<file path="src/design/assert_macros.svh">
// ----------------------------------------------------------------------------
// Assertion macros
// Shared concurrent assertion forms for the tokenizer RTL. Each macro expects
// signals named clk and rst_n in the module that uses it.
// ----------------------------------------------------------------------------
`ifndef ASSERT_MACROS_SVH
`define ASSERT_MACROS_SVH

// The consequent must hold in the same cycle as the antecedent.
`define IRC_ASSERT_SAME(label, ante, cons, msg) \
  label: assert property (@(posedge clk) disable iff (!rst_n) (ante) |-> (cons)) \
    else $error(msg);

// The consequent must hold in the cycle after the antecedent.
`define IRC_ASSERT_NEXT(label, ante, cons, msg) \
  label: assert property (@(posedge clk) disable iff (!rst_n) (ante) |=> (cons)) \
    else $error(msg);

`endif

</file>
<file path="src/design/irc_tok_pkg.sv">
// ----------------------------------------------------------------------------
// IRC line tokenizer package
// Request types, parse phases, role/status/event codes and the command
// classification tables shared by the tokenizer RTL.
// ----------------------------------------------------------------------------
package irc_tok_pkg;

  // Most parameters a line may carry before it is flagged.
  localparam logic [3:0] MAX_PARAMS = 4'd15;

  // Characters with a meaning in the line grammar.
  localparam logic [7:0] CH_CR    = 8'h0D;
  localparam logic [7:0] CH_SPACE = 8'h20;
  localparam logic [7:0] CH_BANG  = 8'h21;
  localparam logic [7:0] CH_COLON = 8'h3A;
  localparam logic [7:0] CH_AT    = 8'h40;
  localparam logic [7:0] CH_ZERO  = 8'h30;
  localparam logic [7:0] CH_NINE  = 8'h39;

  // Byte roles.
  localparam logic [2:0] ROLE_SEP     = 3'd0;
  localparam logic [2:0] ROLE_NICK    = 3'd1;
  localparam logic [2:0] ROLE_USER    = 3'd2;
  localparam logic [2:0] ROLE_HOST    = 3'd3;
  localparam logic [2:0] ROLE_CMD     = 3'd4;
  localparam logic [2:0] ROLE_MIDDLE  = 3'd5;
  localparam logic [2:0] ROLE_TRAIL   = 3'd6;
  localparam logic [2:0] ROLE_DROP_CR = 3'd7;

  // Line status codes.
  localparam logic [1:0] STATUS_OK        = 2'd0;
  localparam logic [1:0] STATUS_EMPTY     = 2'd1;
  localparam logic [1:0] STATUS_MALFORMED = 2'd2;
  localparam logic [1:0] STATUS_TOO_MANY  = 2'd3;

  // Event kinds.
  localparam logic [3:0] EV_NONE        = 4'd0;
  localparam logic [3:0] EV_PING        = 4'd1;
  localparam logic [3:0] EV_PONG        = 4'd2;
  localparam logic [3:0] EV_PRIVMSG     = 4'd3;
  localparam logic [3:0] EV_JOIN        = 4'd4;
  localparam logic [3:0] EV_PART        = 4'd5;
  localparam logic [3:0] EV_QUIT        = 4'd6;
  localparam logic [3:0] EV_NICK        = 4'd7;
  localparam logic [3:0] EV_MODE        = 4'd8;
  localparam logic [3:0] EV_KICK        = 4'd9;
  localparam logic [3:0] EV_KNOWN_NUM   = 4'd10;
  localparam logic [3:0] EV_UNKNOWN_NUM = 4'd11;
  localparam logic [3:0] EV_UNKNOWN_CMD = 4'd12;

  // Error flag bits.
  localparam int ERR_MALFORMED_BIT = 0;
  localparam int ERR_TOO_MANY_BIT  = 1;

  // Command buffer depth and the saturation point of the length counter.
  localparam int         CMD_DEPTH   = 7;
  localparam logic [3:0] CMD_LEN_MAX = 4'd8;

  // Parse phases.
  typedef enum logic [3:0] {
    PH_START,
    PH_PFX_FIRST,
    PH_PFX,
    PH_CMD_FIRST,
    PH_CMD,
    PH_GAP,
    PH_MIDDLE,
    PH_TRAIL,
    PH_SINK
  } phase_t;

  // Part of the prefix being read.
  typedef enum logic [1:0] {
    PART_NICK,
    PART_USER,
    PART_HOST
  } part_t;

  // First bytes of the command, byte 0 at index 0.
  typedef logic [CMD_DEPTH-1:0][7:0] cmd_buf_t;

  // Input request.
  typedef struct packed {
    logic [7:0] data_byte;
    logic       last;
  } in_item_t;

  // Result request.
  typedef struct packed {
    logic [2:0] role;
    logic [3:0] param_index;
    logic       line_end;
    logic [1:0] status;
    logic [3:0] event_kind;
    logic [9:0] numeric_code;
    logic [3:0] param_count;
    logic       prefix_present;
  } out_item_t;

  // Named commands; the text is right-aligned, first character highest.
  localparam int NUM_CMDS = 9;
  localparam logic [55:0] CMD_NAME [NUM_CMDS] = '{
    "PING", "PONG", "PRIVMSG", "JOIN", "PART", "QUIT", "NICK", "MODE", "KICK"
  };
  localparam logic [3:0] CMD_LEN [NUM_CMDS] = '{
    4'd4, 4'd4, 4'd7, 4'd4, 4'd4, 4'd4, 4'd4, 4'd4, 4'd4
  };
  localparam logic [3:0] CMD_KIND [NUM_CMDS] = '{
    EV_PING, EV_PONG, EV_PRIVMSG, EV_JOIN, EV_PART, EV_QUIT, EV_NICK, EV_MODE,
    EV_KICK
  };
  localparam logic CMD_NEEDS_PFX [NUM_CMDS] = '{
    1'b0, 1'b0, 1'b1, 1'b1, 1'b1, 1'b1, 1'b1, 1'b1, 1'b1
  };

  // Numeric replies the block recognizes.
  localparam int NUM_KNOWN = 30;
  localparam logic [9:0] KNOWN_CODES [NUM_KNOWN] = '{
    10'd1,   10'd2,   10'd3,   10'd4,   10'd5,   10'd221, 10'd251, 10'd252,
    10'd253, 10'd254, 10'd255, 10'd311, 10'd312, 10'd313, 10'd317, 10'd318,
    10'd319, 10'd324, 10'd331, 10'd332, 10'd333, 10'd341, 10'd353, 10'd366,
    10'd372, 10'd375, 10'd376, 10'd401, 10'd403, 10'd433
  };

  function automatic logic is_digit(logic [7:0] c);
    return (c >= CH_ZERO) && (c <= CH_NINE);
  endfunction

  function automatic logic code_known(logic [9:0] code);
    logic hit;
    hit = 1'b0;
    for (int k = 0; k < NUM_KNOWN; k++) begin
      if (code == KNOWN_CODES[k]) hit = 1'b1;
    end
    return hit;
  endfunction

  // Classify a finished command. The first named command that matches wins.
  function automatic logic [3:0] event_of(cmd_buf_t cmd, logic [3:0] len,
                                          logic had_pfx, logic [9:0] code);
    logic [3:0] kind;
    logic       hit;
    logic       match;
    kind = EV_UNKNOWN_CMD;
    hit  = 1'b0;
    for (int k = NUM_CMDS - 1; k >= 0; k--) begin
      match = (len == CMD_LEN[k]) && (!CMD_NEEDS_PFX[k] || had_pfx);
      for (int i = 0; i < CMD_DEPTH; i++) begin
        if (i < int'(CMD_LEN[k])) begin
          if (cmd[i] != CMD_NAME[k][(int'(CMD_LEN[k]) - 1 - i) * 8 +: 8]) begin
            match = 1'b0;
          end
        end
      end
      if (match) begin
        kind = CMD_KIND[k];
        hit  = 1'b1;
      end
    end
    if (!hit && len == 4'd3 && is_digit(cmd[0]) && is_digit(cmd[1]) &&
        is_digit(cmd[2])) begin
      kind = code_known(code) ? EV_KNOWN_NUM : EV_UNKNOWN_NUM;
    end
    return kind;
  endfunction

endpackage

</file>
<file path="src/design/irc_line_tokenizer_core.sv">
// ----------------------------------------------------------------------------
// IRC line tokenizer core
// Tags each byte of an IRC line with its role and summarizes the line on its
// last byte.
// ----------------------------------------------------------------------------
// Usage:
//   Bytes of one line enter on the in_ channel, one per request, with last set
//   on the final byte. Every input request produces exactly one result request
//   on the out_ channel carrying the byte's role and parameter index; the
//   result of the last byte also carries status, event kind, numeric code,
//   parameter count and the prefix flag.
//   A request is taken at a rising edge where valid is high and stall is low.
//   The byte lands in the input register, and the result register is written
//   while the parse state updates. Throughput is one byte per cycle while
//   out_stall is low, set by the parse state update between the input
//   register and the result register.
//   When out_stall is held, the result register keeps its request. An empty
//   input register takes one more byte; once it is full, in_stall is high in
//   the same cycle, following out_stall combinationally.
//   Reset (rst_n low at a clock edge) empties both registers and returns the
//   parser to the start of a line. The parser also returns to line start
//   after every last byte.
// ----------------------------------------------------------------------------
`include "assert_macros.svh"

module irc_line_tokenizer_core
  import irc_tok_pkg::*;
(
  input  logic      clk,
  input  logic      rst_n,
  input  logic      in_valid,
  output logic      in_stall,
  input  in_item_t  in_data,
  output logic      out_valid,
  input  logic      out_stall,
  output out_item_t out_data
);

  // Pipeline registers.
  logic      in_valid_r;
  in_item_t  in_r;
  logic      out_valid_r;
  out_item_t out_r;

  // Parse state.
  phase_t     phase_r,     phase_nxt;
  part_t      part_r,      part_nxt;
  logic       had_pfx_r,   had_pfx_nxt;
  logic [3:0] pcnt_r,      pcnt_nxt;
  logic [3:0] cmd_len_r,   cmd_len_nxt;
  logic [9:0] code_r,      code_nxt;
  logic [1:0] err_r,       err_nxt;
  cmd_buf_t   cmd_buf_r;
  cmd_buf_t   cmd_view;

  logic      adv;
  logic      in_take;
  logic      do_cmd;
  logic      do_fail;
  logic      do_open;
  logic      open_trail;
  logic      do_pfx;
  logic      cmd_wr;
  logic      is_numeric;
  logic [7:0] c;
  out_item_t res;

  // Handshake: the stage moves when the result register is free or drains.
  assign adv       = in_valid_r && (!out_valid_r || !out_stall);
  assign in_stall  = in_valid_r && !adv;
  assign in_take   = in_valid && !in_stall;
  assign out_valid = out_valid_r;
  assign out_data  = out_r;
  assign c         = in_r.data_byte;
  assign cmd_wr    = do_cmd && (cmd_len_r < 4'(CMD_DEPTH));

  // Per-byte parse step and line summary.
  always_comb begin
    phase_nxt   = phase_r;
    part_nxt    = part_r;
    had_pfx_nxt = had_pfx_r;
    pcnt_nxt    = pcnt_r;
    cmd_len_nxt = cmd_len_r;
    code_nxt    = code_r;
    err_nxt     = err_r;
    do_cmd      = 1'b0;
    do_fail     = 1'b0;
    do_open     = 1'b0;
    open_trail  = 1'b0;
    do_pfx      = 1'b0;
    is_numeric  = 1'b0;
    res         = '0;
    res.role    = ROLE_SEP;

    if (c == CH_CR && in_r.last) begin
      res.role = ROLE_DROP_CR;
    end else begin
      unique case (phase_r)
        PH_START: begin
          if (c == CH_COLON) begin
            had_pfx_nxt = 1'b1;
            phase_nxt   = PH_PFX_FIRST;
          end else if (c == CH_SPACE) begin
            do_fail = 1'b1;
          end else begin
            do_cmd = 1'b1;
          end
        end
        PH_PFX_FIRST: begin
          if (c == CH_SPACE) begin
            do_fail = 1'b1;
          end else begin
            phase_nxt = PH_PFX;
            do_pfx    = 1'b1;
          end
        end
        PH_PFX: begin
          if (c == CH_SPACE) phase_nxt = PH_CMD_FIRST;
          else               do_pfx    = 1'b1;
        end
        PH_CMD_FIRST: begin
          if (c == CH_SPACE || c == CH_COLON) do_fail = 1'b1;
          else                                do_cmd  = 1'b1;
        end
        PH_CMD: begin
          if (c == CH_SPACE) phase_nxt = PH_GAP;
          else               do_cmd    = 1'b1;
        end
        PH_GAP: begin
          if (c != CH_SPACE) begin
            do_open    = 1'b1;
            open_trail = (c == CH_COLON);
          end
        end
        PH_MIDDLE: begin
          if (c == CH_SPACE) begin
            phase_nxt = PH_GAP;
          end else begin
            res.role        = ROLE_MIDDLE;
            res.param_index = pcnt_r - 4'd1;
          end
        end
        PH_TRAIL: begin
          res.role        = ROLE_TRAIL;
          res.param_index = pcnt_r - 4'd1;
        end
        default: begin
          res.role = ROLE_SEP;
        end
      endcase
    end

    // Prefix: '!' opens the user part, '@' the host part.
    if (do_pfx) begin
      unique case (part_r)
        PART_NICK: begin
          if (c == CH_BANG)    part_nxt = PART_USER;
          else if (c == CH_AT) part_nxt = PART_HOST;
          else                 res.role = ROLE_NICK;
        end
        PART_USER: begin
          if (c == CH_AT) part_nxt = PART_HOST;
          else            res.role = ROLE_USER;
        end
        default: begin
          res.role = ROLE_HOST;
        end
      endcase
    end

    // Command byte: the first three digits build the numeric code.
    if (do_cmd) begin
      if (cmd_len_r < 4'd3 && is_digit(c)) begin
        code_nxt = 10'((code_r << 3) + (code_r << 1) + 10'(c - CH_ZERO));
      end
      if (cmd_len_r < CMD_LEN_MAX) cmd_len_nxt = cmd_len_r + 4'd1;
      phase_nxt = PH_CMD;
      res.role  = ROLE_CMD;
    end

    // Opening a parameter; past the limit the rest of the line is dropped.
    if (do_open) begin
      if (pcnt_r >= MAX_PARAMS) begin
        err_nxt[ERR_TOO_MANY_BIT] = 1'b1;
        phase_nxt = PH_SINK;
      end else begin
        res.param_index = open_trail ? 4'd0 : pcnt_r;
        res.role        = open_trail ? ROLE_SEP : ROLE_MIDDLE;
        pcnt_nxt        = pcnt_r + 4'd1;
        phase_nxt       = open_trail ? PH_TRAIL : PH_MIDDLE;
      end
    end

    if (do_fail) begin
      err_nxt[ERR_MALFORMED_BIT] = 1'b1;
      phase_nxt = PH_SINK;
    end

    // Command buffer as it stands after this byte.
    cmd_view = cmd_buf_r;
    if (cmd_wr) cmd_view[cmd_len_r[2:0]] = c;

    // Line summary on the last byte.
    res.line_end = in_r.last;
    if (in_r.last) begin
      if (phase_nxt == PH_START) begin
        res.status = STATUS_EMPTY;
      end else if (err_nxt[ERR_MALFORMED_BIT] || phase_nxt == PH_PFX_FIRST ||
                   phase_nxt == PH_PFX || phase_nxt == PH_CMD_FIRST) begin
        res.status = STATUS_MALFORMED;
      end else begin
        res.status         = err_nxt[ERR_TOO_MANY_BIT] ? STATUS_TOO_MANY : STATUS_OK;
        res.event_kind     = event_of(cmd_view, cmd_len_nxt, had_pfx_nxt, code_nxt);
        is_numeric         = (res.event_kind == EV_KNOWN_NUM) ||
                             (res.event_kind == EV_UNKNOWN_NUM);
        res.numeric_code   = is_numeric ? code_nxt : 10'd0;
        res.param_count    = pcnt_nxt;
        res.prefix_present = had_pfx_nxt;
      end
    end
  end

  // Input register.
  always_ff @(posedge clk) begin
    if (!rst_n) begin
      in_valid_r <= 1'b0;
    end else begin
      in_valid_r <= in_take || (in_valid_r && !adv);
    end
    if (in_take) in_r <= in_data;
  end

  // Result register.
  always_ff @(posedge clk) begin
    if (!rst_n) begin
      out_valid_r <= 1'b0;
    end else if (adv) begin
      out_valid_r <= 1'b1;
    end else if (!out_stall) begin
      out_valid_r <= 1'b0;
    end
    if (adv) out_r <= res;
  end

  // Parse state; every last byte returns it to line start.
  always_ff @(posedge clk) begin
    if (!rst_n) begin
      phase_r   <= PH_START;
      part_r    <= PART_NICK;
      had_pfx_r <= 1'b0;
      pcnt_r    <= 4'd0;
      cmd_len_r <= 4'd0;
      code_r    <= 10'd0;
      err_r     <= 2'd0;
    end else if (adv) begin
      if (in_r.last) begin
        phase_r   <= PH_START;
        part_r    <= PART_NICK;
        had_pfx_r <= 1'b0;
        pcnt_r    <= 4'd0;
        cmd_len_r <= 4'd0;
        code_r    <= 10'd0;
        err_r     <= 2'd0;
      end else begin
        phase_r   <= phase_nxt;
        part_r    <= part_nxt;
        had_pfx_r <= had_pfx_nxt;
        pcnt_r    <= pcnt_nxt;
        cmd_len_r <= cmd_len_nxt;
        code_r    <= code_nxt;
        err_r     <= err_nxt;
      end
    end
  end

  // Command buffer, written as command bytes arrive.
  always_ff @(posedge clk) begin
    if (adv && cmd_wr) cmd_buf_r[cmd_len_r[2:0]] <= c;
  end

  // Summary fields stay clear on results that do not close a line.
  `IRC_ASSERT_SAME(a_summary_clear, out_valid_r && !out_r.line_end,
    out_r.status == STATUS_OK && out_r.event_kind == EV_NONE &&
    out_r.numeric_code == 10'd0 && out_r.param_count == 4'd0 &&
    !out_r.prefix_present, "summary fields set on a mid-line result")

  // A dropped carriage return only ever closes a line.
  `IRC_ASSERT_SAME(a_cr_closes, out_valid_r && out_r.role == ROLE_DROP_CR,
    out_r.line_end, "dropped CR on a byte that does not end the line")

  // Too many parameters always reports the full count.
  `IRC_ASSERT_SAME(a_too_many_count,
    out_valid_r && out_r.status == STATUS_TOO_MANY,
    out_r.param_count == MAX_PARAMS, "too-many status with a short count")

  // The parser is back at line start after a last byte is processed.
  `IRC_ASSERT_NEXT(a_line_restart, adv && in_r.last,
    phase_r == PH_START && pcnt_r == 4'd0 && err_r == 2'd0 && !had_pfx_r,
    "parse state not cleared after the last byte")

endmodule
</file>
<file path="config.mk">
export PLATFORM = sky130hd
export DESIGN_NAME = irc_line_tokenizer_core
export DESIGN_NICKNAME = d
export VERILOG_FILES = /design/src/design/irc_tok_pkg.sv /design/src/design/irc_line_tokenizer_core.sv
export VERILOG_INCLUDE_DIRS = /design/src /design/src/design
export SDC_FILE = /design/constraint.sdc
export NUM_CORES = 1
export LEC_CHECK = 0
export BUFFER_PORTS_ARGS = -buffer_cell sky130_fd_sc_hd__buf_2
export CAP_MARGIN = 0
export CORE_UTILIZATION = 53
export DETAILED_ROUTE_END_ITERATION = 10
export PLACE_DENSITY = 0.73
export SLEW_MARGIN = 30
export SYNTH_ARGS = -nofsm -noshare
export SYNTH_HDL_FRONTEND = slang
export SYNTH_SLANG_ARGS = --single-unit
</file>
<file path="constraint.sdc">
create_clock -name clk -period 8.4 [get_ports clk]
set_clock_uncertainty 0.15 [all_clocks]
set_input_delay 0.84 -clock clk [delete_from_list [all_inputs] [get_ports clk]]
set_output_delay 0.84 -clock clk [all_outputs]
set_load 0.1 [all_outputs]
</file>
==> flow_summary.json <==
{
  "status": "finished, final reports clean",
  "syn2layout_area_growth_pct": 10.6,
  "crit_path_end_kind": "register",
  "synth_top_flop_cell": "edfxtp_1",
  "postCtsHoldBufs": 0,
  "die_w_um": 128,
  "ys_seq_area_frac": 0.402,
  "setup_viol": 0,
  "tightest_slew_ns": 1.03,
  "ys_top_cells_by_count": "94 x edfxtp_1, 76 x nand2_1, 68 x nor2_1, 50 x a21oi_1, 43 x o21ai_0",
  "synthesis.area_mm2": 0.00846,
  "postRouteAntennaNets": 0,
  "drt_iter0_markers": 881,
  "synth.top_cell.area_share": 0.334,
  "port_buffers": 43,
  "clkTransAtPathRegs_ns": 0.06,
  "postLayoutCoreUtil": 0.609,
  "vias_per_cell": 6.69,
  "r2r-end": "out_data[15]",
  "hp-class": "register to register",
  "io_pins": 44,
  "cp-endpoint": "out_data[15]",
  "gp_congestion": 1.01,
  "vias": 7537,
  "row_count": 45,
  "grt_pass1_wl_um": 38200,
  "hold_viol": 0,
  "ys_ff_latch": 123,
  "globalRouteTotalUtil": 0.305,
  "ff2ff_setup_slack_ns": 3.62,
  "cp.arrival_ns": 4.79,
  "yosysMostFrequentCell": "edfxtp_1",
  "start_util": 0.550,
  "diodes": 0,
  "yosys.area.top_type": "edfxtp_1",
  "nNetsFinal": 937,
  "async_reset_ff_frac": 0,
  "clk_latency_ns": 0.42,
  "clock-root-buffer": "clkbuf_16",
  "drv_slew": 0,
  "grt_max_degree": 57,
  "vdd_drop_max_mv": 0.172,
  "period_needed_ns": 4.78,
  "cts_resized": 0,
  "cp-start-kind": "register",
  "gr-total-overflow": 0,
  "die_area_mm2": 0.0165,
  "reg2reg_from": "c[4]",
  "synth_edf_count": 94,
  "avgRoutedWirePerCell_um": 21.7,
  "post-route-period-util": 0.570,
  "fillers": 1307,
  "clockBufferDepth": 2,
  "wl_um": 24400,
  "clock-sinks": 123,
  "yosys_warnings": 0,
  "reg2reg_depth": 15,
  "syn_nets": 921,
  "drc": 0,
  "worst-path-max-fanout": 15,
  "power_density_mw_per_mm2": 172,
  "ys_top_cells_by_area": "edfxtp_1 33%, dfxtp_1 6.9%, mux2_2 5.6%",
  "crit_required_ns": 8.40,
  "relSlewSlack": 0.306,
  "antenna_found_initial": 0,
  "max_freq_ghz": 0.209,
  "rsz0062_at_grt": "false",
  "core_mm2": 0.0154,
  "hpwlAfterDp_um": 16900,
  "final.setup.tns_ns": 0,
  "postCtsSetupRepairBufs": 0,
  "syn_avg_cell_area_um2": 9.55,
  "numCtsBuffers": 17,
  "die_y_um": 128,
  "drv_cap": 0,
  "first_global_vias": 6928,
  "ys_types": 96,
  "dr.pass1.iters": 8,
  "design_area_mm2": 0.00936,
  "cts_max_level": 4,
  "drive_gt1_frac": 0.168,
  "placed_area_mm2": 0.00876,
  "cts_tree": "yes",
  "path_class": "register to register",
  "synthCells": 886,
  "p_leak_nw": 3.21,
  "crit_start": "c[4]"
}
==> worst max-delay path, stage by stage (launching register included) <==
cell and delay [ns]:
edfxtp_1 0.67, inv_1 0.24, ha_1 0.34, inv_1 0.05, fa_1 0.47, inv_1 0.04
ha_1 0.37, a21oi_1 0.28, o221ai_1 0.19, nor3_1 0.51, nand4_1 0.17, nor4b_1 0.38
a31oi_1 0.14, a2bb2oi_1 0.15, a41oi_1 0.26, a311oi_1 0.10
==> power breakdown <==
| part | total (W) | internal, W | switching [W] | leakage, nW |
|---|---|---|---|---|
| clock | 0.000723 | 0.000445 | 0.000278 | 0.271 |
| combinational | 0.000184 | 0.0000529 | 0.000131 | 1.82 |
| sequential | 0.000704 | 0.000681 | 0.0000238 | 1.12 |
| total | 0.00161 | 0.00118 | 0.000433 | 3.21 |
==> flip-flops by register name (all words and copies together), names as in the netlist <==
name        flops
cmd_len_r       4
had_pfx_r       1
cmd_buf_r      56
out_data       29
out_valid       1
pcnt_r          4
in_r            1
code_r         10
phase_r         4
in_valid_r      1
err_r           2
c               8
part_r          2
==> metal layers <==
layer | global-route usage | vias to the layer above | wire (um)
met5 | 0 | - | 0
met1 | 0.426 | 3619 | 10600
met3 | 0.0665 | 87 | 2310
li1 | - | 3415 | -
met4 | 0.122 | 0 | 671
met2 | 0.460 | 416 | 10800
==> per-stage QoR <==
step	total power (W)	setup WS, ns	cells	hold WS, ns
floorplan	0.000849	3.56	886	0.271
global placement	0.000895	3.84	1093	0.301
detailed placement	0.000896	3.69	1093	0.313
CTS	0.00161	3.71	1125	0.330
global route	0.00165	3.31	1126	0.395
finish	0.00161	3.62	1126	0.340
==> cell families (layout without fill, tap and decap cells) <==
family	after synthesis	count (layout)	share of synthesized area
and+or+nand+nor	383	383	0.267
xor gates and xnor gates	17	17	0.0176
buffers and inverters	89	118	0.0448
AOI/OAI and AO/OA	192	192	0.153
DFF	123	123	0.402
adders and majority gates	22	22	0.0388
muxes	60	60	0.0772
==> worst min path at each step <==
stage	cells past startpoint	slack, ns	to	start
after floorplan	0	0.27	out_data[21]	in_r[0]
after CTS	2	0.33	err_r[0]	err_r[0]
after detailed placement	2	0.31	err_r[0]	err_r[0]
after global placement	2	0.30	err_r[0]	err_r[0]
final	2	0.34	err_r[0]	err_r[0]
after global routing	2	0.40	err_r[1]	err_r[1]
==> layout by cell type (no fill, tap or decap), types with 10 or more instances in the layout <==
cell / count
mux2_2: 42
nor2_1: 66
o21ai_0: 43
nand2_1: 76
and3_1: 11
nor2b_1: 23
nand3b_1: 12
nand4_1: 22
xnor2_1: 11
edfxtp_1: 94
inv_1: 32
buf_4: 10
nand3_1: 22
ha_1: 15
nor4_1: 13
mux2i_1: 18
nand2b_1: 13
clkbuf_16: 17
a31oi_1: 14
nor4b_1: 11
buf_2: 43
dfxtp_1: 29
nor3_1: 25
a21oi_1: 50
nand4b_1: 10
==> layout make-up <==
type	instances	area (um2)	share of cell area
clock buffer	22	454	0.0485
tap	211	264	0.0282
multi-input combinational	674	4690	0.501
inverter	32	120	0.0128
sequential	123	3400	0.364
clock inverter	10	119	0.0127
timing repair buffer	54	305	0.0326
Note: power is estimated with default switching activity, not from simulation.
